`config.mk`:
```
export PLATFORM = sky130hd
export DESIGN_NAME = teletext_x26_triplet_decoder
export DESIGN_NICKNAME = d
export VERILOG_FILES = /design/src/ttx26_pkg.sv /design/src/ttx26_decode.sv /design/src/teletext_x26_triplet_decoder.sv
export VERILOG_INCLUDE_DIRS = /design/src /design/src/src
export SDC_FILE = /design/constraint.sdc
export NUM_CORES = 1
export LEC_CHECK = 0
export BUFFER_PORTS_ARGS = -buffer_cell sky130_fd_sc_hd__buf_2
export CAP_MARGIN = 5
export CORE_MARGIN = 2
export CORE_UTILIZATION = 30
export DETAILED_ROUTE_END_ITERATION = 12
export GPL_ROUTABILITY_DRIVEN = 0
export PLACE_DENSITY = 0.48
export SLEW_MARGIN = 20
export SYNTH_ARGS = -nofsm -noshare
export SYNTH_HDL_FRONTEND = slang
export SYNTH_HIERARCHICAL = 1
export SYNTH_SLANG_ARGS = --single-unit
export TNS_END_PERCENT = 50
```
`constraint.sdc`:
```
create_clock -name i_clk -period 3 [get_ports i_clk]
set_clock_uncertainty 0.15 [all_clocks]
set_input_delay 0.6 -clock i_clk [delete_from_list [all_inputs] [get_ports i_clk]]
set_output_delay 0.6 -clock i_clk [all_outputs]
set_load 0.05 [all_outputs]
```
`src/teletext_x26_triplet_decoder_assert.svh`:
```
// Assertion macros for the teletext X/26 triplet decoder.
// Used by the top level only; expects i_clk and i_rst_n in scope.
`ifndef TELETEXT_X26_TRIPLET_DECODER_ASSERT_SVH
`define TELETEXT_X26_TRIPLET_DECODER_ASSERT_SVH

// Same-cycle implication, checked outside reset.
`define TTX_ASSERT_NOW(lbl, ante, cons) \
    lbl: assert property (@(posedge i_clk) disable iff (!i_rst_n) (ante) |-> (cons)) \
        else $error("teletext x26 decoder: check failed");

// Next-cycle implication, checked outside reset.
`define TTX_ASSERT_NEXT(lbl, ante, cons) \
    lbl: assert property (@(posedge i_clk) disable iff (!i_rst_n) (ante) |=> (cons)) \
        else $error("teletext x26 decoder: check failed");

`endif

```
`src/ttx26_pkg.sv`:
```
// Shared types and constants for the teletext X/26 triplet decoder.
// No dependencies; used by ttx26_decode, the top level and the testbench.
package ttx26_pkg;

    localparam int TripletW = 18;
    localparam int RowW     = 5;
    localparam int ColW     = 6;
    localparam int G2W      = 4;
    localparam int IdxW     = 7;
    localparam int DiacW    = 4;
    localparam int TselW    = 2;

    localparam logic [4:0] MODE_G3      = 5'h02;
    localparam logic [4:0] MODE_SET_POS = 5'h04;
    localparam logic [4:0] MODE_ROW0    = 5'h07;
    localparam logic [4:0] MODE_G2      = 5'h0F;
    localparam logic [4:0] MODE_DIAC_LO = 5'h10;
    localparam logic [4:0] MODE_DIAC_HI = 5'h1F;

    localparam logic [10:0] TERM_MARK     = 11'h7FF;
    localparam logic [5:0]  HOME_ADDR     = 6'h1F;
    localparam logic [5:0]  ROW24_ADDR    = 6'd40;
    localparam logic [5:0]  COLUMN_LIMIT  = 6'd40;
    localparam logic [6:0]  AT_SIGN_DATA  = 7'h2A;
    localparam logic [6:0]  AT_SIGN_INDEX = 7'h40;
    localparam logic [6:0]  PRINT_BASE    = 7'h20;
    localparam logic [4:0]  LAST_ROW      = 5'd24;

    localparam logic [TselW-1:0] TSEL_G0 = 2'd0;
    localparam logic [TselW-1:0] TSEL_G2 = 2'd1;
    localparam logic [TselW-1:0] TSEL_G3 = 2'd2;

    localparam logic [G2W-1:0] G2_RESET = 4'd0;

    // position state carried between triplets
    typedef struct packed {
        logic [RowW-1:0] row;
        logic [ColW-1:0] column;
        logic            ended;
    } t_pos_state;

    // per-triplet character write info
    typedef struct packed {
        logic             write_valid;
        logic [TselW-1:0] table_select;
        logic [IdxW-1:0]  char_index;
        logic [DiacW-1:0] diacritic;
    } t_char_write;

endpackage

```
`src/ttx26_decode.sv`:
```
// Combinational triplet decode: next position state and character write.
// Depends on ttx26_pkg.
module ttx26_decode (
    input  logic [ttx26_pkg::TripletW-1:0] i_triplet,
    input  logic                           i_page_start,
    input  ttx26_pkg::t_pos_state          i_state,
    output ttx26_pkg::t_pos_state          o_state,
    output ttx26_pkg::t_char_write         o_write
);

    logic [5:0] w_addr;
    logic [4:0] w_mode;
    logic [6:0] w_data;
    ttx26_pkg::t_pos_state w_base;

    assign w_addr = i_triplet[5:0];
    assign w_mode = i_triplet[10:6];
    assign w_data = i_triplet[17:11];

    always_comb begin
        w_base = i_state;
        if (i_page_start) begin
            w_base = '0;
        end
    end

    always_comb begin
        o_state = w_base;
        o_write = '0;
        if (!w_base.ended) begin
            if (i_triplet[10:0] == ttx26_pkg::TERM_MARK) begin
                o_state.ended = 1'b1;
            end else begin
                unique case (w_mode) inside
                    ttx26_pkg::MODE_SET_POS: begin
                        if (w_addr < ttx26_pkg::ROW24_ADDR) begin
                            o_state.row = '0;
                        end else if (w_addr == ttx26_pkg::ROW24_ADDR) begin
                            o_state.row = ttx26_pkg::LAST_ROW;
                        end else begin
                            o_state.row = 5'(w_addr - ttx26_pkg::ROW24_ADDR);
                        end
                        o_state.column = (w_data < 7'(ttx26_pkg::COLUMN_LIMIT))
                                         ? w_data[5:0] : '0;
                    end
                    ttx26_pkg::MODE_ROW0: begin
                        if (w_addr == ttx26_pkg::HOME_ADDR) begin
                            o_state.row    = '0;
                            o_state.column = '0;
                        end
                    end
                    ttx26_pkg::MODE_G3, ttx26_pkg::MODE_G2,
                    [ttx26_pkg::MODE_DIAC_LO:ttx26_pkg::MODE_DIAC_HI]: begin
                        o_state.column = (w_addr < ttx26_pkg::COLUMN_LIMIT) ? w_addr : '0;
                        if (w_data >= ttx26_pkg::PRINT_BASE) begin
                            o_write.write_valid = 1'b1;
                            o_write.char_index  = w_data - ttx26_pkg::PRINT_BASE;
                            if (w_mode == ttx26_pkg::MODE_G3) begin
                                o_write.table_select = ttx26_pkg::TSEL_G3;
                            end else if (w_mode == ttx26_pkg::MODE_G2) begin
                                o_write.table_select = ttx26_pkg::TSEL_G2;
                            end else begin
                                o_write.table_select = ttx26_pkg::TSEL_G0;
                                o_write.diacritic    = w_mode[3:0];
                                if (w_mode == ttx26_pkg::MODE_DIAC_LO &&
                                    w_data == ttx26_pkg::AT_SIGN_DATA) begin
                                    o_write.char_index = ttx26_pkg::AT_SIGN_INDEX;
                                end
                            end
                        end
                    end
                    default: begin
                        // other modes leave the position alone
                    end
                endcase
            end
        end
    end

endmodule

```
`src/teletext_x26_triplet_decoder.sv`:
```
// Teletext X/26 enhancement triplet decoder, top level.
// A triplet is held in the input register, decoded, then held in the result register.
// Throughput: one triplet per cycle unless m_axis_tready stalls; r_state loops through decode.
// While a result waits, the input register takes one more triplet, then s_axis_tready drops.
// Reset (i_rst_n low, synchronous): position, end flag, G2 select and both valids clear.
// Depends on ttx26_pkg, ttx26_decode and the assertion macro header.
`include "teletext_x26_triplet_decoder_assert.svh"

module teletext_x26_triplet_decoder (
    input  logic        i_clk,
    input  logic        i_rst_n,
    // G2 charset select
    input  logic        i_cfg_wr_en,
    input  logic [3:0]  i_cfg_wr_data,
    // triplet stream in
    input  logic        s_axis_tvalid,
    output logic        s_axis_tready,
    input  logic [23:0] s_axis_tdata,   // [17:0] triplet, [23:18] zero
    input  logic [0:0]  s_axis_tuser,   // [0] page_start
    // decoded stream out
    output logic        m_axis_tvalid,
    input  logic        m_axis_tready,
    output logic [31:0] m_axis_tdata,   // [4:0] row, [10:5] column, [14:11] g2_set,
                                        // [21:15] char_index, [25:22] diacritic, [31:26] zero
    output logic [3:0]  m_axis_tuser    // [0] write_valid, [2:1] table_select, [3] terminated
);

    // input register
    logic                            r_in_valid, n_in_valid;
    logic [ttx26_pkg::TripletW-1:0]  r_triplet;
    logic                            r_page_start;

    // position state and config
    ttx26_pkg::t_pos_state           r_state;
    logic [ttx26_pkg::G2W-1:0]       r_g2;

    // result register
    logic                            r_out_valid, n_out_valid;
    ttx26_pkg::t_pos_state           r_out_state;
    ttx26_pkg::t_char_write          r_out_write;
    logic [ttx26_pkg::G2W-1:0]       r_out_g2;

    ttx26_pkg::t_pos_state           w_next_state;
    ttx26_pkg::t_char_write          w_write;
    logic                            w_advance;   // result register can take a new value
    logic                            w_fire;      // decode stage moves this cycle
    logic                            w_in_xact;
    logic                            w_pos_ok;    // result position on the page grid

    assign w_advance     = !r_out_valid || m_axis_tready;
    assign w_fire        = r_in_valid && w_advance;
    assign s_axis_tready = !r_in_valid || w_advance;
    assign w_in_xact     = s_axis_tvalid && s_axis_tready;

    ttx26_decode u_decode (
        .i_triplet    (r_triplet),
        .i_page_start (r_page_start),
        .i_state      (r_state),
        .o_state      (w_next_state),
        .o_write      (w_write)
    );

    always_comb begin
        n_in_valid = r_in_valid;
        if (w_in_xact) begin
            n_in_valid = 1'b1;
        end else if (w_fire) begin
            n_in_valid = 1'b0;
        end
    end

    always_comb begin
        n_out_valid = r_out_valid;
        if (w_fire) begin
            n_out_valid = 1'b1;
        end else if (m_axis_tready) begin
            n_out_valid = 1'b0;
        end
    end

    // control state
    always_ff @(posedge i_clk) begin
        if (!i_rst_n) begin
            r_in_valid  <= 1'b0;
            r_out_valid <= 1'b0;
            r_state     <= '0;
            r_g2        <= ttx26_pkg::G2_RESET;
        end else begin
            r_in_valid  <= n_in_valid;
            r_out_valid <= n_out_valid;
            if (w_fire) begin
                r_state <= w_next_state;
            end
            if (i_cfg_wr_en) begin
                r_g2 <= i_cfg_wr_data;
            end
        end
    end

    // payload, no reset
    always_ff @(posedge i_clk) begin
        if (w_in_xact) begin
            r_triplet    <= s_axis_tdata[ttx26_pkg::TripletW-1:0];
            r_page_start <= s_axis_tuser[0];
        end
        if (w_fire) begin
            r_out_state <= w_next_state;
            r_out_write <= w_write;
            r_out_g2    <= r_g2;
        end
    end

    assign m_axis_tvalid = r_out_valid;
    assign m_axis_tdata  = {6'd0,
                            r_out_write.diacritic,
                            r_out_write.char_index,
                            r_out_g2,
                            r_out_state.column,
                            r_out_state.row};
    assign m_axis_tuser  = {r_out_state.ended,
                            r_out_write.table_select,
                            r_out_write.write_valid};

    assign w_pos_ok = (r_out_state.row <= ttx26_pkg::LAST_ROW) &&
                      (r_out_state.column < ttx26_pkg::COLUMN_LIMIT);

    // a terminated page never carries a character write
    `TTX_ASSERT_NOW(a_no_write_after_end, r_out_valid && r_out_state.ended, !r_out_write.write_valid)
    // only G0, G2 and G3 tables are ever selected
    `TTX_ASSERT_NOW(a_tsel_legal, r_out_valid, r_out_write.table_select <= ttx26_pkg::TSEL_G3)
    // the active position stays on the page grid
    `TTX_ASSERT_NOW(a_pos_range, r_out_valid, w_pos_ok)
    // outside reset, the end flag only clears through a page start
    `TTX_ASSERT_NEXT(a_end_sticky, r_state.ended && !(w_fire && r_page_start), r_state.ended)

endmodule

```
==> run_results.csv, run 1 <==
group,metric,value,unit
routing,ant_nets,0,
worst_setup_path,crit_path_end_kind,"flop",
die,pin_count,72,
worst_setup_path,critical-path-max-stage-delay,0.52,ns
global_route,grt_overflow_total,0,
timing,tns,0,ns
clocking,cts_resized,0,
clocking,worst_skew_pair.late_latency,0.34,ns
pwr,cellLeakagePower,1.36,nW
hold_path,hp-class,"in2reg",
timing,hold_viol_final,0,
flow_run,drv_cap,0,
die,initial_core_util,30.9,%
worst_setup_path,cp_cell_sequence,"nor3b_2 -> o2111ai_1 -> a31oi_4 -> a22o_1 -> nand2_1 -> mux2i_1",
synthesis,synth_edf_count,49,
worst_setup_path,slowest_stage,"edfxtp_1",
worst_setup_path,crit_fanout,8,
place,dp_hpwl,4.13,mm
die,die_area,10900,um^2
die,die_x,104,um
synthesis,yosys.cell_types.count,54,
clocking,cts_tree,"done",
synthesis,yosysWarnings,6,
worst_setup_path,cp.required,3.12,ns
global_route,grt_max_degree,39,
global_route,grt_pass1_vias,1857,
worst_setup_path,arrival,2.32,ns
routing,first_pass_iters,4,
synthesis,synth_ff_type,"edfxtp_1",
timing,max_freq,455,MHz
clocking,h-tree-depth,3,
routing,wl_per_cell,13.8,um
timing,relSlewSlack,63.8,%
clocking,clock-root-buffer,"clkbuf_8",
clocking,clk_path_buf_depth,2,
synthesis,synth-seq-cells,67,
cells_and_area,drive_gt1_share,35.4,%
timing,tightest_slew,0.543,ns
routing,route.vias.total,1863,
die,fp.dieH,104,um
pwr,cellPowerDensity,610,nW/um^2
clocking,cts_num_sinks,67,
routing,wirelength,5.82,mm
clocking,post_cts_buffers,0,
cells_and_area,finalNetCount,319,
worst_setup_path,start_kind,"flop",
cells_and_area,num_antenna_cells,0,
place,place_area,3390,um^2
synthesis,syn_inst,222,
cells_and_area,final_common_cell,"buf_2",
synthesis,seq_area_frac_synth,60.7,%
worst_setup_path,path_class,"reg2reg",
timing,fin_crit,2.20,ns
timing,period_share,73.3,%
clocking,cts_hold_buf,0,
global_route,antenna_found_initial,0,
clocking,path_clk_slew,0.08,ns
cells_and_area,final_cell_mix,"buf_2, edfxtp_1, nand2_1, dfxtp_1, mux2i_1",
routing,drc,0,
timing,setup_viol,0,
run_status,outcome,"completed",
routing,vias_per_cell,4.43,
die,rows,36,
routing,drt_iter0_drc,58,
timing,rsz0062_at_grt,"false",
worst_setup_path,crit_family,"compound AO/OA/AOI/OAI gates",
synthesis,syn_area,3020,um^2
global_route,grtUsageTotal,11.4,%
global_route,grt_pass1_wl,9.44,mm
synthesis,syn_area_per_cell,13.6,um^2
place,port_buffers,59,
die,coreArea,9770,um^2
timing,slew_violations,0,
worst_setup_path,cp_num_buf_inv,0,
cells_and_area,area_growth,20.4,%
synthesis,async_reset_ff_share,0,%
pwr,ir_drop,0.227,mV
cells_and_area,final_cell_area,3630,um^2
clocking,cts_buffers,9,
-- stage by stage --
| stage | instances | total power, mW | setup slack (ns) | hold WS [ns] | util (%) |
|---|---|---|---|---|---|
| 2_1_floorplan | 227 | 1.29 | 0.833 | 0.258 | - |
| 3_3_place_gp | 405 | 1.34 | 0.846 | 0.261 | 34.7 |
| 3_5_place_dp | 405 | 1.35 | 0.805 | 0.268 | 34.7 |
| 4_1_cts | 421 | 2.25 | 0.788 | 0.255 | 37.2 |
| 5_1_grt | 421 | 2.31 | 0.562 | 0.255 | 37.2 |
| 6_report | 421 | 2.22 | 0.802 | 0.282 | 37.2 |
-- synthesized netlist by cell type, drive strengths merged, types with 2 or more instances --
| master | count | area share (%) |
|---|---|---|
| a32o | 6 | 2.0 |
| clkbuf | 4 | 0.50 |
| edfxtp | 49 | 49 |
| nor3b | 7 | 2.7 |
| or3 | 3 | 0.79 |
| a31oi | 2 | 1.1 |
| dfxtp | 18 | 12 |
| and2 | 2 | 0.50 |
| nor2 | 10 | 1.2 |
| nor3 | 2 | 0.50 |
| o311ai | 2 | 1.4 |
| nor4 | 3 | 1.1 |
| o21ai | 2 | 0.33 |
| nand3 | 3 | 0.83 |
| ha | 2 | 0.83 |
| nand2 | 27 | 3.4 |
| inv | 12 | 1.5 |
| buf | 12 | 3.7 |
| a22o | 10 | 2.9 |
| nand2b | 2 | 0.41 |
| nor2b | 9 | 2.2 |
| nand4b | 2 | 0.58 |
| nand4 | 3 | 1.3 |
| mux2i | 16 | 5.3 |
-- state kept, by name, summed over array words and instances, names as in the netlist --
register / count
r_page_start: 1
r_out_g2: 4
m_axis_tdata: 22
m_axis_tuser: 4
r_triplet: 18
r_state: 12
r_in_valid: 1
m_axis_tvalid: 1
r_g2: 4
-- logic make-up (layout without fill, tap and decap cells) --
| family | Yosys count | in the layout | synth area share [%] |
|---|---|---|---|
| other | 1 | 6 | 0.124 |
| xor gates and xnor gates | 1 | 1 | 0.290 |
| buffers and inverters | 28 | 89 | 5.68 |
| muxes | 16 | 16 | 5.31 |
| and+or+nand+nor | 78 | 78 | 17.1 |
| AOI/OAI and AO/OA | 29 | 29 | 9.95 |
| DFF | 67 | 67 | 60.7 |
| adders and majority gates | 2 | 2 | 0.829 |
-- final cells by class --
type | instances | area (um^2)
clock buffers | 10 | 149
clock inverters | 6 | 93.8
fillers | 993 | 6140
inverters | 12 | 45.0
multi-input cells | 132 | 1040
flip-flops and latches | 67 | 1830
well taps | 133 | 166
repair buffers | 61 | 310
-- power breakdown --
group / total, mW / leakage (nW) / internal, mW / switching, mW
Sequential: 1.08 / 0.610 / 1.04 / 0.0346
Combinational: 0.245 / 0.635 / 0.0712 / 0.174
Clock: 0.893 / 0.119 / 0.526 / 0.368
Total: 2.22 / 1.36 / 1.64 / 0.576
-- metal layers --
metal / track usage, % / part of all wire (%) / vias to the layer above
met4: 4.92 / 1.7 / 0
met2: 16.9 / 45 / 47
met1: 15.2 / 49 / 874
met3: 3.51 / 4.3 / 6
li1: - / - / 936
met5: 0 / 0 / -
-- final timing paths --
| path | endpoint | from | depth (start not counted) | slack (ns) |
|---|---|---|---|---|
| worst max-delay path | r_state[1]$_SDFFE_PN0P_ | r_triplet[10]$_DFFE_PP_ | 6 | 0.80 |
| worst min-delay path | r_triplet[9]$_DFFE_PP_ | s_axis_tdata[9] | 1 | 0.28 |
| worst max register to register | r_state[1]$_SDFFE_PN0P_ | r_triplet[10]$_DFFE_PP_ | 6 | 0.80 |
| worst min register to register | r_out_g2[1]$_DFFE_PP_ | r_g2[1]$_SDFFE_PN0P_ | 0 | 0.29 |
(Power assumes the default switching activity.)
==> inputs of run 2 (changes only) <==
clock period = 2.25 ns   (was 3 ns; I/O delays follow)
==> run_results.csv, run 2 (synthesized netlist as in run 1, its figures left out) <==
group,metric,value,unit
run_status,outcome,"completed",
worst_setup_path,crit_path_end_kind,"flop",
die,fp.dieH,104,um
die,die_area,10900,um^2
clocking,cts_tree,"done",
pwr,p_int,2.07,mW
global_route,grt_overflow_total,0,
pwr,cellLeakagePower,1.39,nW
timing,rsz0062_at_grt,"false",
worst_setup_path,arrival,2.15,ns
clocking,h-tree-depth,3,
pwr,totalPowerFinal,2.81,mW
timing,fin_crit,2.03,ns
cells_and_area,stdcell_count,427,
clocking,cts_num_sinks,67,
routing,route.vias.total,1894,
flow_run,drv_cap,0,
cells_and_area,finalNetCount,325,
die,initial_core_util,30.9,%
clocking,clk_path_buf_depth,2,
routing,drt_iter0_drc,81,
timing,holdWs,0.132,ns
worst_setup_path,crit_fanout,6,
cells_and_area,num_antenna_cells,0,
cells_and_area,fill_cells,977,
cells_and_area,drive_gt1_share,36.7,%
cells_and_area,final_common_cell,"buf_2",
worst_setup_path,start_kind,"flop",
clocking,cts_buffers,9,
cells_and_area,largest_register_ffs,22,
cells_and_area,final_cell_mix,"buf_2, edfxtp_1, nand2_1, dfxtp_1, mux2i_1",
timing,setup_viol,0,
place,port_buffers,59,
global_route,grt_pass1_vias,1882,
die,rows,36,
routing,drc,0,
clocking,cts_resized,0,
routing,vias_per_cell,4.44,
clocking,path_clk_slew,0.07,ns
routing,first_pass_iters,4,
pwr,p_sw,0.738,mW
pwr,cellPowerDensity,768,nW/um^2
timing,slew_violations,0,
timing,tns,0,ns
routing,wl_per_cell,13.8,um
hold_path,hp-class,"in2reg",
pwr,netSwitchingFraction,26.3,%
place,placed_cells,408,
clocking,cts_hold_buf,0,
timing,period_share,90.2,%
pwr,p_seq_share,51.0,%
global_route,grtUsageTotal,11.2,%
pwr,ir_drop,0.306,mV
pwr,clock_power_share,36.8,%
routing,wirelength,5.89,mm
die,coreArea,9770,um^2
routing,ant_nets,0,
cells_and_area,area_growth,21.2,%
global_route,antenna_found_initial,0,
clocking,post_cts_buffers,0,
worst_setup_path,path_class,"reg2reg",
place,dp_hpwl,4.22,mm
global_route,grt_pass1_wl,9.40,mm
die,pin_count,72,
clocking,worst_skew_pair.late_latency,0.34,ns
timing,hold_viol_final,0,
pwr,comb_power_share,12.3,%
timing,max_freq,493,MHz
timing,relSlewSlack,43.7,%
clocking,clock-root-buffer,"clkbuf_8",
die,die_x,104,um
global_route,grt_max_degree,39,
timing,tightest_slew,0.845,ns
worst_setup_path,cp.required,2.37,ns
-- run 2: path summary, 6_finish.rpt --
| check | from | end | slack, ns | cells past startpoint |
|---|---|---|---|---|
| max | r_triplet[8]$_DFFE_PP_ | r_state[4]$_SDFFE_PN0P_ | 0.22 | 7 |
| min | s_axis_tdata[17] | r_triplet[17]$_DFFE_PP_ | 0.13 | 1 |
| max reg2reg | r_triplet[8]$_DFFE_PP_ | r_state[4]$_SDFFE_PN0P_ | 0.22 | 7 |
| min reg2reg | r_g2[1]$_SDFFE_PN0P_ | r_out_g2[1]$_DFFE_PP_ | 0.27 | 0 |
-- run 2: worst max-delay path: stages (launching register included) --
cell and delay, ns:
edfxtp_1 0.50, or2_4 0.33, o311ai_4 0.25, buf_4 0.19, a32o_1 0.20, a22o_1 0.15
nand2_1 0.05, mux2i_1 0.13
-- run 2: routing by layer --
metal	routed length (um)	GRT usage, %	part of all wire [%]	vias up
met3	244	3.63	4.1	6
met5	0	0	0	-
met4	93	4.63	1.6	0
li1	-	-	-	941
met2	2740	17.5	47	52
met1	2810	14.2	48	895
-- run 2: power by group through the flow --
stage	clock network [mW]	registers [mW]	logic, mW
2_1_floorplan	0	1.55	0.170
3_3_place_gp	0	1.46	0.337
3_5_place_dp	0	1.46	0.340
4_1_cts	1.06	1.44	0.340
5_1_grt	1.12	1.44	0.368
6_report	1.03	1.43	0.344
-- run 2: stage by stage --
step	worst slack, ns	utilization (%)	cell area, um^2
3_3_place_gp	0.176	35.0	3430
2_1_floorplan	0.0828	-	3040
3_5_place_dp	0.174	35.0	3430
5_1_grt	0.0739	37.4	3660
4_1_cts	0.152	37.2	3630
6_report	0.220	37.4	3660
-- run 2: layout make-up --
| cell class | count | area [um^2] | area share [%] |
|---|---|---|---|
| flip-flops and latches | 67 | 1830 | 50.1 |
| multi-input cells | 132 | 1040 | 28.4 |
| repair buffers | 67 | 368 | 10.1 |
| well taps | 133 | 166 | 4.55 |
| clock buffers | 10 | 149 | 4.07 |
| clock inverters | 6 | 58.8 | 1.61 |
| inverters | 12 | 45.0 | 1.23 |
==> inputs of run 3 (changes only) <==
PLACE_DENSITY = 0.5   (was 0.48)
==> run_results.csv, run 3 (synthesized netlist as in run 1, its figures left out) <==
group,metric,value,unit
cells_and_area,area_growth,22.4,%
worst_setup_path,crit_path_end_kind,"flop",
clocking,cts_num_sinks,67,
cells_and_area,num_antenna_cells,0,
die,coreArea,9770,um^2
clocking,h-tree-depth,3,
flow_run,drv_cap,0,
global_route,antenna_found_initial,0,
die,rows,36,
clocking,cts_resized,0,
die,die_area,10900,um^2
routing,wl_per_cell,13.6,um
timing,tns,0,ns
worst_setup_path,worstRegToRegCells,7,
routing,drc,0,
hold_path,hp-class,"in2reg",
worst_setup_path,r2r_slack,0.17,ns
pwr,cellPowerDensity,825,nW/um^2
place,dp_hpwl,4.10,mm
routing,wirelength,5.77,mm
global_route,grt_pass1_wl,9.23,mm
clocking,cts_tree,"done",
clocking,post_cts_buffers,0,
routing,first_pass_iters,4,
pwr,cellLeakagePower,1.40,nW
timing,setup_viol,0,
cells_and_area,final_common_cell,"buf_2",
cells_and_area,final_cell_area,3690,um^2
pwr,p_seq_share,47.0,%
pwr,comb_power_share,11.1,%
worst_setup_path,start_kind,"flop",
timing,slew_violations,0,
global_route,grt_max_degree,39,
routing,route.vias.total,1904,
clocking,cts_hold_buf,0,
timing,fin_crit,2.08,ns
place,place_area,3420,um^2
worst_setup_path,crit_start,"r_triplet[8]$_DFFE_PP_",
pwr,clock_power_share,41.9,%
global_route,grt_overflow_total,0,
clocking,path_clk_slew,0.07,ns
run_status,outcome,"completed",
die,die_x,104,um
routing,ant_nets,0,
routing,drt_iter0_drc,74,
die,initial_core_util,30.9,%
timing,period_share,92.5,%
worst_setup_path,path_class,"reg2reg",
timing,relSlewSlack,40.4,%
timing,rsz0062_at_grt,"false",
pwr,ir_drop,0.244,mV
pwr,p_sw,0.747,mW
die,pin_count,72,
cells_and_area,finalNetCount,323,
cells_and_area,largest_register_ffs,22,
place,port_buffers,59,
timing,tightest_slew,0.894,ns
global_route,grt_pass1_vias,1828,
worst_setup_path,endpoint,"r_state[2]$_SDFFE_PN0P_",
global_route,grtUsageTotal,11.1,%
die,fp.dieH,104,um
cells_and_area,utilization,37.8,%
clocking,clk_path_buf_depth,2,
worst_setup_path,arrival,2.20,ns
clocking,worst_skew_pair.late_latency,0.35,ns
cells_and_area,drive_gt1_share,36.0,%
routing,vias_per_cell,4.48,
pwr,totalPowerFinal,3.05,mW
timing,hold_viol_final,0,
worst_setup_path,crit_fanout,6,
worst_setup_path,r2r-start,"r_triplet[8]$_DFFE_PP_",
cells_and_area,final_cell_mix,"buf_2, edfxtp_1, nand2_1, dfxtp_1, mux2i_1",
pwr,netSwitchingFraction,24.5,%
pwr,p_int,2.30,mW
timing,max_freq,480,MHz
worst_setup_path,cp.required,2.37,ns
clocking,cts_buffers,9,
clocking,clock-root-buffer,"clkbuf_8",
worst_setup_path,r2r_end,"r_state[2]$_SDFFE_PN0P_",
==> run 3: how the worst min path moves through the flow <==
stage	slack (ns)	cells past startpoint	to	startpoint
after detailed placement	0.27	0	r_out_g2[2]$_DFFE_PP_	r_g2[2]$_SDFFE_PN0P_
after CTS	0.11	1	r_triplet[2]$_DFFE_PP_	s_axis_tdata[2]
after global placement	0.26	0	r_out_g2[2]$_DFFE_PP_	r_g2[2]$_SDFFE_PN0P_
after floorplan	0.26	0	r_out_g2[0]$_DFFE_PP_	r_g2[0]$_SDFFE_PN0P_
after global routing	0.11	1	r_triplet[12]$_DFFE_PP_	s_axis_tdata[12]
final	0.12	1	r_triplet[9]$_DFFE_PP_	s_axis_tdata[9]
==> run 3: power groups by stage <==
stage	sequential [mW]	clock, mW	combinational, mW
after detailed placement	1.46	0	0.336
final	1.43	1.28	0.338
after global placement	1.46	0	0.333
after global routing	1.44	1.37	0.362
after floorplan	1.55	0	0.170
after CTS	1.44	1.31	0.336
==> run 3: per-stage QoR <==
step | setup WS, ns | hold slack (ns) | std cells
6_report | 0.168 | 0.124 | 425
5_1_grt | 0.0159 | 0.107 | 425
4_1_cts | 0.118 | 0.109 | 423
3_5_place_dp | 0.149 | 0.267 | 407
3_3_place_gp | 0.194 | 0.265 | 407
2_1_floorplan | 0.0828 | 0.258 | 227
==> run 3: worst max-delay path: stages (launching register included) <==
cell and delay (ns):
edfxtp_1 0.51, or2_4 0.33, o311ai_4 0.25, buf_4 0.20
a32o_1 0.20, a22o_1 0.16, nand2_1 0.06, mux2i_1 0.15
==> run 3: metal layers <==
layer	global-route usage (%)	up-vias	wire, um
li1	-	944	-
met1	15.2	903	2790
met2	15.8	48	2610
met3	3.01	9	237
met4	6.08	0	128
met5	0	-	0
==> run 3: layout make-up <==
class	instances	area, um^2
clock buffers	11	153
flip-flops and latches	67	1830
well taps	133	166
repair buffers	65	353
fillers	994	6080
clock inverters	5	108
inverters	12	45.0
multi-input cells	132	1040
